## src/hdl/mbrx_pkg.sv

```systemverilog
package mbrx_pkg;

    typedef enum logic [1:0] {
        PH_IDLE,
        PH_FUNC,
        PH_COUNT,
        PH_BODY
    } t_phase;

    typedef enum logic [1:0] {
        ST_NONE    = 2'd0,
        ST_GOOD    = 2'd1,
        ST_BAD     = 2'd2,
        ST_ABORTED = 2'd3
    } t_status;

    localparam logic [15:0] CRC_INIT     = 16'hFFFF;
    localparam logic [15:0] CRC_POLY     = 16'hA001;
    localparam logic [23:0] TIMEOUT_RST  = 24'd1000000;
    localparam logic [23:0] TICK_MAX     = 24'hFFFFFF;
    localparam logic [8:0]  EXC_LEN      = 9'd5;
    localparam logic [8:0]  HDR_LEN      = 9'd3;
    localparam logic [8:0]  LEN_OVERHEAD = 9'd5;
    localparam int          EXC_BIT      = 7;

    // CRC-16/MODBUS, one byte, reflected
    function automatic logic [15:0] crc16_feed(input logic [15:0] crc, input logic [7:0] b);
        logic [15:0] c;
        c = crc ^ {8'h00, b};
        for (int k = 0; k < 8; k++) begin
            if (c[0]) begin
                c = (c >> 1) ^ CRC_POLY;
            end else begin
                c = c >> 1;
            end
        end
        return c;
    endfunction

endpackage

```

## src/hdl/modbus_rtu_response_receiver.sv

```systemverilog
// Modbus RTU response receiver: frames bytes, checks CRC-16/MODBUS, aborts on tick timeout.
// The result is registered and valid on the master side in the cycle after the input transfer.
// Throughput: 1 item per cycle when not stalled; byte-wide CRC and framing are combinational.
// A stalled result register still takes a new item in the cycle it is drained.
// Reset (i_rst_n low, synchronous): frame state cleared, CRC to 0xFFFF, timeout to 1000000,
// output empty.
module modbus_rtu_response_receiver #(
    parameter int MAX_FRAME = 256
) (
    input  logic        i_clk,
    input  logic        i_rst_n,
    input  logic        i_cfg_we,
    input  logic [23:0] i_cfg_wdata,    // timeout_ticks
    input  logic        s_axis_tvalid,
    output logic        s_axis_tready,
    input  logic [7:0]  s_axis_tdata,   // [7:0] rx_byte
    input  logic [0:0]  s_axis_tuser,   // [0] mode (1 = tick)
    output logic        m_axis_tvalid,
    input  logic        m_axis_tready,
    output logic [39:0] m_axis_tdata,   // [7:0] byte_out, [15:8] byte_position,
                                        // [17:16] frame_status, [18] is_exception,
                                        // [26:19] function_code, [35:27] frame_length,
                                        // [39:36] zero
    output logic [1:0]  m_axis_tuser,   // [0] byte_valid, [1] byte_dropped
    output logic        m_axis_tlast    // frame_end
);

    localparam logic [8:0] MAX_CNT = 9'(MAX_FRAME);

    mbrx_pkg::t_phase r_phase, n_phase;
    logic [7:0]  r_func, n_func;
    logic [8:0]  r_expected, n_expected;
    logic [8:0]  r_count, n_count;
    logic [15:0] r_crc, n_crc;
    logic [15:0] r_tail, n_tail;
    logic [23:0] r_elapsed, n_elapsed;
    logic [23:0] r_timeout;

    logic        r_o_valid;
    logic [7:0]  r_o_byte, n_o_byte;
    logic [7:0]  r_o_pos, n_o_pos;
    logic        r_o_bvalid, n_o_bvalid;
    logic        r_o_drop, n_o_drop;
    logic        r_o_end, n_o_end;
    mbrx_pkg::t_status r_o_status, n_o_status;
    logic [7:0]  r_o_func, n_o_func;
    logic [8:0]  r_o_len, n_o_len;

    logic        w_accept;
    logic        w_tick;
    logic [7:0]  w_b;
    logic        w_full;
    logic        w_store;
    logic [8:0]  w_cnt_inc;
    logic [23:0] w_elapsed_inc;
    logic        w_abort;
    logic [15:0] w_tail;
    logic [15:0] w_crc;
    logic        w_done;
    logic        w_good;
    logic [7:0]  w_func_now;

    assign s_axis_tready = !r_o_valid || m_axis_tready;
    assign w_accept      = s_axis_tvalid && s_axis_tready;
    assign w_tick        = s_axis_tuser[0];
    assign w_b           = s_axis_tdata;
    assign w_full        = r_count >= MAX_CNT;
    assign w_store       = !w_tick && !w_full;
    assign w_cnt_inc     = r_count + 9'd1;
    assign w_elapsed_inc = (r_elapsed == mbrx_pkg::TICK_MAX) ? r_elapsed : r_elapsed + 24'd1;
    assign w_abort       = w_tick && (r_phase != mbrx_pkg::PH_IDLE) &&
                           (w_elapsed_inc > r_timeout);
    assign w_tail        = {r_tail[7:0], w_b};
    // a byte enters the CRC only as it leaves the two-byte tail line
    assign w_crc         = (r_count >= 9'd2) ? mbrx_pkg::crc16_feed(r_crc, r_tail[15:8]) : r_crc;
    assign w_done        = w_store && (r_phase == mbrx_pkg::PH_BODY) && (w_cnt_inc >= r_expected);
    assign w_good        = (w_tail[15:8] == w_crc[7:0]) && (w_tail[7:0] == w_crc[15:8]);

    always_comb begin
        unique case (r_phase)
            mbrx_pkg::PH_IDLE:  w_func_now = 8'h00;
            mbrx_pkg::PH_FUNC:  w_func_now = w_b;
            mbrx_pkg::PH_COUNT: w_func_now = r_func;
            mbrx_pkg::PH_BODY:  w_func_now = r_func;
        endcase
    end

    // next phase
    always_comb begin
        n_phase = r_phase;
        if (w_store) begin
            unique case (r_phase)
                mbrx_pkg::PH_IDLE:  n_phase = mbrx_pkg::PH_FUNC;
                mbrx_pkg::PH_FUNC:  n_phase = w_b[mbrx_pkg::EXC_BIT] ? mbrx_pkg::PH_BODY
                                                                     : mbrx_pkg::PH_COUNT;
                mbrx_pkg::PH_COUNT: n_phase = mbrx_pkg::PH_BODY;
                mbrx_pkg::PH_BODY:  n_phase = mbrx_pkg::PH_BODY;
            endcase
        end
        if (w_abort || w_done) begin
            n_phase = mbrx_pkg::PH_IDLE;
        end
    end

    // frame datapath and result
    always_comb begin
        n_func     = r_func;
        n_expected = r_expected;
        n_count    = r_count;
        n_crc      = r_crc;
        n_tail     = r_tail;
        n_elapsed  = r_elapsed;

        n_o_byte   = 8'h00;
        n_o_pos    = 8'h00;
        n_o_bvalid = 1'b0;
        n_o_drop   = 1'b0;
        n_o_end    = 1'b0;
        n_o_status = mbrx_pkg::ST_NONE;
        n_o_func   = 8'h00;
        n_o_len    = 9'd0;

        if (w_tick) begin
            if (r_phase != mbrx_pkg::PH_IDLE) begin
                n_elapsed = w_elapsed_inc;
            end
            if (w_abort) begin
                n_o_end    = 1'b1;
                n_o_status = mbrx_pkg::ST_ABORTED;
                n_o_func   = r_func;
                n_o_len    = r_count;
            end
        end else if (w_full) begin
            n_o_byte = w_b;
            n_o_drop = 1'b1;
            n_o_func = r_func;
        end else begin
            n_crc   = w_crc;
            n_tail  = w_tail;
            n_count = w_cnt_inc;
            unique case (r_phase)
                mbrx_pkg::PH_IDLE: begin
                    n_elapsed = 24'd0;
                    n_func    = 8'h00;
                end
                mbrx_pkg::PH_FUNC: begin
                    n_func     = w_b;
                    n_expected = w_b[mbrx_pkg::EXC_BIT] ? mbrx_pkg::EXC_LEN : mbrx_pkg::HDR_LEN;
                end
                mbrx_pkg::PH_COUNT: begin
                    n_expected = {1'b0, w_b} + mbrx_pkg::LEN_OVERHEAD;
                end
                mbrx_pkg::PH_BODY: begin
                end
            endcase
            n_o_byte   = w_b;
            n_o_pos    = r_count[7:0];
            n_o_bvalid = 1'b1;
            n_o_func   = w_func_now;
            if (w_done) begin
                n_o_end    = 1'b1;
                n_o_status = w_good ? mbrx_pkg::ST_GOOD : mbrx_pkg::ST_BAD;
                n_o_len    = w_cnt_inc;
            end
        end

        if (w_abort || w_done) begin
            n_func     = 8'h00;
            n_expected = 9'd0;
            n_count    = 9'd0;
            n_crc      = mbrx_pkg::CRC_INIT;
            n_tail     = 16'h0000;
            n_elapsed  = 24'd0;
        end
    end

    always_ff @(posedge i_clk) begin
        if (!i_rst_n) begin
            r_phase    <= mbrx_pkg::PH_IDLE;
            r_func     <= 8'h00;
            r_expected <= 9'd0;
            r_count    <= 9'd0;
            r_crc      <= mbrx_pkg::CRC_INIT;
            r_tail     <= 16'h0000;
            r_elapsed  <= 24'd0;
        end else if (w_accept) begin
            r_phase    <= n_phase;
            r_func     <= n_func;
            r_expected <= n_expected;
            r_count    <= n_count;
            r_crc      <= n_crc;
            r_tail     <= n_tail;
            r_elapsed  <= n_elapsed;
        end
    end

    always_ff @(posedge i_clk) begin
        if (!i_rst_n) begin
            r_timeout <= mbrx_pkg::TIMEOUT_RST;
        end else if (i_cfg_we) begin
            r_timeout <= i_cfg_wdata;
        end
    end

    always_ff @(posedge i_clk) begin
        if (!i_rst_n) begin
            r_o_valid <= 1'b0;
        end else if (w_accept) begin
            r_o_valid <= 1'b1;
        end else if (m_axis_tready) begin
            r_o_valid <= 1'b0;
        end
    end

    always_ff @(posedge i_clk) begin
        if (w_accept) begin
            r_o_byte   <= n_o_byte;
            r_o_pos    <= n_o_pos;
            r_o_bvalid <= n_o_bvalid;
            r_o_drop   <= n_o_drop;
            r_o_end    <= n_o_end;
            r_o_status <= n_o_status;
            r_o_func   <= n_o_func;
            r_o_len    <= n_o_len;
        end
    end

    assign m_axis_tvalid = r_o_valid;
    assign m_axis_tlast  = r_o_end;
    assign m_axis_tuser  = {r_o_drop, r_o_bvalid};
    assign m_axis_tdata  = {4'h0, r_o_len, r_o_func, r_o_func[mbrx_pkg::EXC_BIT],
                            r_o_status, r_o_pos, r_o_byte};

    // frame end always reports a status; none otherwise
    a_end_status: assert property (@(posedge i_clk) disable iff (!i_rst_n)
        m_axis_tvalid |-> (m_axis_tlast == (r_o_status != mbrx_pkg::ST_NONE)))
        else $error("frame_end and frame_status disagree");

    a_valid_drop: assert property (@(posedge i_clk) disable iff (!i_rst_n)
        m_axis_tvalid |-> !(r_o_bvalid && r_o_drop))
        else $error("byte both stored and dropped");

    a_clear_after_end: assert property (@(posedge i_clk) disable iff (!i_rst_n)
        (w_accept && (w_abort || w_done)) |=>
            (r_phase == mbrx_pkg::PH_IDLE) && (r_count == 9'd0) &&
            (r_crc == mbrx_pkg::CRC_INIT))
        else $error("frame state not cleared after frame end");

    a_count_bound: assert property (@(posedge i_clk) disable iff (!i_rst_n)
        r_count <= MAX_CNT)
        else $error("byte count past frame limit");

endmodule
```

## config.mk

```make
export PLATFORM = sky130hd
export DESIGN_NAME = modbus_rtu_response_receiver
export DESIGN_NICKNAME = d
export VERILOG_FILES = /design/src/hdl/mbrx_pkg.sv /design/src/hdl/modbus_rtu_response_receiver.sv
export SDC_FILE = /design/constraint.sdc
export NUM_CORES = 1
export LEC_CHECK = 0
export BUFFER_PORTS_ARGS = -buffer_cell sky130_fd_sc_hd__buf_2
export CAP_MARGIN = 30
export CORE_MARGIN = 5
export CORE_UTILIZATION = 30
export DETAILED_ROUTE_END_ITERATION = 12
export SYNTH_ARGS = -nofsm -noshare
export SYNTH_HDL_FRONTEND = slang
export SYNTH_SLANG_ARGS = --single-unit
```

## constraint.sdc

```tcl
create_clock -name i_clk -period 5.24 [get_ports i_clk]
set_clock_uncertainty 0.15 [all_clocks]
set_input_delay 1.572 -clock i_clk [delete_from_list [all_inputs] [get_ports i_clk]]
set_output_delay 1.572 -clock i_clk [all_outputs]
set_load 0.005 [all_outputs]
```

Yosys cells after proc, flatten, opt, wreduce, memory -nomap -nowiden
Cells that the tools add are included.

Add/subtract/negate cells: 3. $lt $le $gt $ge: 4. Equal/unequal tests: 10. Muxes and demuxes: 58. Bitwise logic cells: 9. Reductions and logical operators: 26.

Operator list (number): 16-bit two-way mux (15); 24-bit two-way mux (6); 9-bit two-way mux (10); 8-bit two-way mux (6); 24-bit by 1-bit adder with 24-bit output, second input constant (1); 24-bit == test, second input constant (1); 24-bit > comparator (1); 2-bit NOT with 3-bit output (8); 8-bit one-hot mux with 3 select lines (1); 9-bit one-hot mux with 2 select lines (1); 8-bit == test (2); 8-bit one-hot mux with 2 select lines (1); 16-bit by 8-bit XOR with 16-bit output (1); 2-bit two-way mux (7); 4-bit AND reduction (3); 8-bit by 3-bit adder with 9-bit output, second input constant (1); 9-bit by 1-bit adder with 9-bit output, second input constant (1); 9-bit by 2-bit greater-or-equal comparator with 1-bit output, second input constant (1); 9-bit greater-or-equal comparator (1); 9-bit greater-or-equal comparator, second input constant (1); 1-bit two-way mux (9); 3-bit nonzero test (3); 1-bit logical AND (7); 2-bit one-hot mux with 3 select lines (1); 13 further kinds (21).

Flip-flop bits (word level): 147. Input bits: 38. Output and inout port bits: 45.

Longest topological paths before layout
Gate-level depths: netlist of run 1.

Depth in word-level cells: 24. Mapped depth: 20.

Least setup slack after synthesis of run 1
Ideal clock, no wire load.

Path kind: in2reg. Start: in m_axis_tready. End: reg r_elapsed[23]. Setup time: 122 ps. Data arrival time: 4194 ps. Data required time: 4968 ps. Slack: 775 ps. Stages: 8. Path through: nand2b_1 -> and2_1 -> clkbuf_1 -> nand2_1 -> a211oi_2 -> nor2_1 -> buf_2 -> a221o_1.

Word-level cells in the longest chain between the ends: 3.

Ends and longest elaborated chain: from (decl) (RTL line modbus_rtu_response_receiver.sv:19) `input logic m_axis_tready,`; 1-bit logical OR (RTL line modbus_rtu_response_receiver.sv:63) `assign s_axis_tready = !r_o_valid || m_axis_tready;`; 1-bit logical AND (RTL line modbus_rtu_response_receiver.sv:64) `assign w_accept = s_axis_tvalid && s_axis_tready;`; named net w_accept (RTL line modbus_rtu_response_receiver.sv:49) `logic w_accept;`; 4-bit AND reduction (no source line); to (signal assigned) (RTL line modbus_rtu_response_receiver.sv:193) `r_elapsed <= n_elapsed;`; to (decl) (RTL line modbus_rtu_response_receiver.sv:36) `logic [23:0] r_elapsed, n_elapsed;`.

The timed path passes the listed nets, and every way through them passes these cells. A chain may end at the register's enable or synchronous reset.

Final worst setup path of run 1
Start: reg r_elapsed[16]. End: reg r_crc[14].

Word-level cells in the longest chain between the ends: 7.

Ends and longest elaborated chain: 24-bit by 1-bit adder with 24-bit output or 24-bit == test (tied branches) (RTL line modbus_rtu_response_receiver.sv:70) `assign w_elapsed_inc = (r_elapsed == mbrx_pkg::TICK_MAX) ? r_elapsed : r_elapsed + 24'd1;`; 24-bit two-way mux (*) (RTL line modbus_rtu_response_receiver.sv:70); 24-bit > comparator (*) (RTL line modbus_rtu_response_receiver.sv:72) `(w_elapsed_inc > r_timeout);`; 1-bit logical AND (*) (RTL line modbus_rtu_response_receiver.sv:71) `assign w_abort = w_tick && (r_phase != mbrx_pkg::PH_IDLE) &&`; 1-bit logical OR (*) (RTL line modbus_rtu_response_receiver.sv:167) `if (w_abort || w_done) begin`; 2-bit by 1-bit inequality test with 1-bit output (no source line); 3-bit AND reduction (no source line); to (signal assigned) (RTL line modbus_rtu_response_receiver.sv:183) `r_crc <= mbrx_pkg::CRC_INIT;`; to (signal assigned) (RTL line modbus_rtu_response_receiver.sv:191) `r_crc <= n_crc;`; to (decl) (RTL line modbus_rtu_response_receiver.sv:34) `logic [15:0] r_crc, n_crc;`.

Mark *: on every way between the ends. The rest lies on a longest branch, timed or not.

==> impl_metrics.yaml, run 1 <==
setup_path:
  crit_type: "flop to flop"
  worstPathCellList: "and3_1 > and3_1 > nand4_1 > nor4_4 > a21oi_2 > and2_4 > nand4_1 > xnor2_1 > ha_1 > nand4_1 > or2_1 > nor4_4 > o31ai_1 > a21oi_4 > o21ai_4 > o21ai_4 > a2bb2oi_1"
  cp_num_buf_inv: 0
  cp_top_family: "simple AND/OR/NAND/NOR gates"
  critPathRequiredTime_ps: 5440
  crit_slowest_cell: "o21ai_4"
  critPathLaunchType: "flop"
  cp_common_cell: "nand4_1"
  cp_max_fo: 16
  ff2ff_path_depth: 17
  cpPeakStageDelay_ps: 460
  end_kind: "flop"
  cp_num_cells: 17
  cp.arrival_ps: 4950
status:
  status: "complete, no violations"
routing:
  drc: 0
  ant_nets: 0
  vias: 5937
  wirelength_um: 19000
  wl_per_cell_um: 15.6
  dr.pass1.iters: 4
  first_iter_violations: 306
  via_per_inst: 4.89
cells_and_area:
  post-route-util_pct: 35.2
  final_cell_mix: "109 x dfxtp_1, 78 x buf_2, 57 x inv_1"
  area_growth_pct: 16.3
  final_common_cell: "dfxtp_1"
  drive_above_1_share_pct: 16.9
  nFillCells: 2664
  fin_area_um2: 9100
  nNetsFinal: 944
  antenna_cells: 0
clock_network:
  post_cts_resized: 0
  clk_pin_slew_ps: 60
  clock_sinks: 147
  cts_htree_levels: 4
  cts_hold_buf: 0
  clock_latency_ps: 440
  cts_buffers: 17
  ctsLongestPathBuffers: 2
  post_cts_buffers: 0
  cts_tree: "built"
  cts_root_buffer: "clkbuf_16"
logic_synthesis:
  netlist_area_um2: 7820
  yosys_register_bits: 147
  synth_area_leaders: "dfxtp_1 28%, edfxtp_1 15%, ha_1 6.6%"
  synth-async-reset-ratio_pct: 0
  synth_simple_gate_area_share_pct: 15.3
  synth_top_family_by_area: "compound AO/OA/AOI/OAI gates"
  synth_top_area_share_pct: 27.9
  postSynthAreaPerCell_um2: 9.76
  synth_fa_ha_area_share_pct: 6.56
  yosysWarnings: 0
  yosysSeqAreaShare_pct: 42.5
  synth_mux_area_share_pct: 2.98
  yosys.cell_types.count: 74
  synth_compound_area_share_pct: 18.2
  synth_top_cell_by_area: "dfxtp_1"
  synthFlopType: "dfxtp_1"
  netlist_instances: 801
  synth_edf_count: 38
  synth_xor_area_share_pct: 8.80
sta:
  tightestPinTransition_ps: 951
  fin_ws_ps: 486
  worst_slew_margin_rel_pct: 36.5
  fmax_ghz: 0.210
  fin_crit_sh_pct: 90.7
  slew_viol_final: 0
  post-route-min-period_ps: 4750
  tns_ps: 0
  grt_setup_unrepaired: "no"
  hold_viol: 0
  final-setup-viol-count: 0
power:
  power_mw: 2.67
  ir_worst_vdd_mv: 0.221
  leakagePower_nw: 3.81
  power_density_nw_per_um2: 294
flow_run:
  maxCapViolations: 0
global_route:
  track_usage_pct: 13.2
  overflow: 0
  grt_pass1_vias: 5769
  grt_antenna_before_repair: 0
  grt_first_pass_wirelength_um: 30800
  grt_max_degree: 43
floorplan:
  num_rows: 59
  dieArea_um2: 29400
  io_pins: 83
  die_y_um: 171
  die_x_um: 171
  initial_core_util_pct: 30.3
  core-area_um2: 25800
hold_path:
  hp-class: "flop to flop"
  holdPathStages: 1
place:
  gp_congestion: 0.836
  postPlaceCellArea_um2: 8490
  io_buffers: 78
  post-place-ws_ps: 391
  dp_hpwl_um: 13500
logic make-up (layout without fill, tap and decap cells):
family / Yosys count / after routing
other cells: 1 / 4
buf+inv: 104 / 178
xor+xnor: 71 / 71
fa+ha+maj: 41 / 41
flops: 147 / 147
compound gates: 181 / 181
simple gates: 233 / 233
mux: 23 / 23
final timing paths:
kind                 startpoint            end  slack (ps)
setup / recovery  r_elapsed[16]      r_crc[14]         490
hold / removal    r_expected[8]  r_expected[8]         320
setup reg to reg  r_elapsed[16]      r_crc[14]         490
hold reg to reg   r_expected[8]  r_expected[8]         320
flip-flops by register name (all words and copies together), names as in the netlist, 2 cells and up:
signal / cells
r_count: 9
r_crc: 16
r_elapsed: 24
r_expected: 9
r_func: 8
r_o_byte: 8
r_o_func: 8
r_o_len: 9
r_o_pos: 8
r_o_status: 2
r_phase: 2
r_tail: 16
r_timeout: 24
where the power goes:
group	leakage [nW]	internal [mW]	total, mW	switching, mW
logic	2.25	0.0908	0.231	0.140
clock network	0.290	0.698	1.22	0.525
registers	1.27	1.20	1.22	0.0191
total	3.81	1.99	2.67	0.684
per-layer routing:
layer	up-vias	GRT usage (%)	share of wire, %
li1	2989	-	-
met1	2829	17.9	49
met2	108	21.3	47
met3	11	2.16	3.4
met4	0	4.89	1.3
met5	-	0	0
through the flow:
step                hold WS (ps)  cells
finish                       319   1213
floorplan                    282    804
CTS                          320   1213
global route                 337   1213
global placement             302   1181
detailed placement           302   1181
worst register-to-register path, cell delays in order, from the launching register on:
cell,delay [ps]
dfxtp_1,430
and3_1,230
and3_1,230
nand4_1,220
nor4_4,420
a21oi_2,190
and2_4,210
nand4_1,130
xnor2_1,90
ha_1,330
nand4_1,130
or2_1,300
nor4_4,320
o31ai_1,190
a21oi_4,310
o21ai_4,140
o21ai_4,460
a2bb2oi_1,200
final cells by class:
class,instances,area [um^2],share of cell area (%)
Multi-Input combinational cell,553,4080,44.8
Sequential cell,147,3320,36.5
Timing Repair Buffer,88,465,5.12
Clock buffer,19,454,4.99
Tap cell,335,419,4.61
Inverter,58,218,2.39
Clock inverter,13,143,1.57
cells in the mapped netlist (9+ instances only):
cell type,n
nor2b_1,12
xnor2_1,47
a21o_1,11
buf_4,9
and3_1,18
nand4_1,14
a21oi_1,22
inv_1,57
a22o_1,29
nand2b_1,12
clkbuf_1,26
o21ai_0,23
mux2i_1,21
ha_1,41
edfxtp_1,38
a32o_1,9
nand2_1,54
nor2_1,54
nand3_1,29
a221o_1,10
xor2_1,18
dfxtp_1,109
No activity file was read; power rests on OpenSTA's default activity.
==> run 2, diff against run 1 <==
--- a/config.mk
+++ b/config.mk
@@ -7,9 +7,9 @@
 export LEC_CHECK = 0
 export BUFFER_PORTS_ARGS = -buffer_cell sky130_fd_sc_hd__buf_2
 export CAP_MARGIN = 30
-export CORE_MARGIN = 5
 export CORE_UTILIZATION = 30
 export DETAILED_ROUTE_END_ITERATION = 12
+export GPL_TIMING_DRIVEN = 0
 export SYNTH_ARGS = -nofsm -noshare
 export SYNTH_HDL_FRONTEND = slang
 export SYNTH_SLANG_ARGS = --single-unit
==> impl_metrics.yaml, run 2 (synthesized netlist as in run 1, its figures left out) <==
clock_network:
  clock_latency_ps: 430
  clock_sinks: 147
  cts_htree_levels: 4
  cts_buffers: 17
  ctsLongestPathBuffers: 2
  clk_pin_slew_ps: 70
  cts_hold_buf: 0
  cts_root_buffer: "clkbuf_16"
  cts_tree: "built"
cells_and_area:
  nFillCells: 2588
  seq_area_um2: 3320
  fin_cells: 1240
  multi_input_area_um2: 4090
  nNetsFinal: 975
  drive_above_1_share_pct: 17.1
  area_growth_pct: 18.8
  final_common_cell: "dfxtp_1"
  final_cell_mix: "109 x dfxtp_1, 79 x buf_2, 57 x inv_1"
  top_regs: "r_elapsed (24), r_timeout (24)"
global_route:
  grt_first_pass_wirelength_um: 30800
  track_usage_pct: 15.0
  grt_antenna_before_repair: 2
  overflow: 0
  grt_pass1_vias: 5794
  grt_max_degree: 27
power:
  leakagePower_nw: 3.89
  ir_worst_vdd_mv: 0.252
  power_density_nw_per_um2: 295
setup_path:
  end_kind: "flop"
  cp.arrival_ps: 5040
  critPathRequiredTime_ps: 5450
  critPathLaunchType: "flop"
  worstPathCellList: "and4_1 > and3_1 > nand2_1 > nor4_4 > a21oi_2 > and2_4 > nand4_1 > xnor2_1 > ha_1 > nand4_1 > or2_1 > nor4_4 > o31ai_2 > a21oi_4 > o21ai_4 > o21ai_4 > buf_4 > a2bb2oi_1"
  crit_type: "flop to flop"
  cp_max_fo: 10
  cpPeakStageDelay_ps: 430
  crit_slowest_cell: "dfxtp_1"
floorplan:
  core-area_um2: 25400
  dieArea_um2: 26700
  num_rows: 58
  die_x_um: 163
  die_y_um: 163
  io_pins: 83
  initial_core_util_pct: 30.8
place:
  dp_hpwl_um: 14000
  gp_congestion: 0.825
  placedCellCount: 1206
  io_buffers: 71
sta:
  final-setup-viol-count: 0
  fmax_ghz: 0.207
  tightestPinTransition_ps: 907
  post-route-min-period_ps: 4840
  worst_slew_margin_rel_pct: 39.4
  hold_viol: 0
  slew_viol_final: 0
  grt_setup_unrepaired: "no"
  fin_crit_sh_pct: 92.3
  tns_ps: 0
routing:
  wirelength_um: 19400
  via_per_inst: 4.96
  vias: 6156
  first_iter_violations: 354
  wl_per_cell_um: 15.6
  drc: 0
  ant_nets: 0
  dr.pass1.iters: 4
status:
  status: "complete, no violations"
hold_path:
  hp-class: "flop to flop"
flow_run:
  maxCapViolations: 0
==> run 2: cell count changes in the layout (fill, tap and decap cells not counted), sizes merged <==
cell | before | now
diode | 0 | 1
inv | 62 | 64
clkinv | 7 | 5
clkbuf | 19 | 46
buf | 88 | 93
clkinvlp | 1 | 0
==> run 2: area by class of cell <==
cell class,count,share of cell area [%]
Tap cell,330,4.45
Antenna cell,1,0.0269
Inverter,58,2.34
Clock buffer,20,5.27
Timing Repair Buffer,73,4.20
Sequential cell,147,35.8
Multi-Input combinational cell,553,44.1
Buffer,46,2.42
Clock inverter,12,1.45
==> run 2: repair_timing <==
action / CTS / global route
setup endpoints to repair: 0 / 63
hold endpoints to repair: 0 / 0
gates resized for setup: 0 / 5
setup buffers: 0 / 1
==> run 2: metal layers <==
layer | vias up | global-route usage, % | share of wire, %
met5 | - | 0 | 0.052
met4 | 2 | 6.44 | 2.2
met3 | 23 | 2.39 | 4.0
met2 | 128 | 23.4 | 45
met1 | 2947 | 20.4 | 48
li1 | 3056 | - | -
==> run 2: worst paths after layout <==
path                       from            end  slack, ps  depth (start not counted)
hold / removal    r_expected[8]  r_expected[8]        310                          1
setup / recovery   r_elapsed[3]      r_crc[15]        400                         18
hold reg to reg   r_expected[8]  r_expected[8]        310                          1
setup reg to reg   r_elapsed[3]      r_crc[15]        400                         18
==> run 2: stage by stage <==
stage                     area (um^2)  utilization [%]  power [mW]  setup WS (ps)  hold WS [ps]
after CTS                        9250             36.4        2.77           28.9           318
after floorplan                  7830                -        1.40            775           282
final                            9290             36.6        2.74            401           315
after detailed placement         8630             34.0        1.48           65.1           297
after global placement           8600             33.9        1.48           -334           298
after global routing             9290             36.6        2.84           11.8           331
==> run 2: where the power goes <==
part | leakage (nW) | total (mW) | internal (mW) | switching [mW]
logic | 2.31 | 0.241 | 0.0965 | 0.145
clock network | 0.309 | 1.28 | 0.743 | 0.539
registers | 1.27 | 1.22 | 1.20 | 0.0185
==> run 2: worst max-delay path, delay by kind of cell (launching register included) <==
family	cells	cell delay, ps
xor+xnor	1	90
fa+ha+maj	1	340
simple gates	9	2200
compound gates	6	1310
flops	1	430
buf+inv	1	250
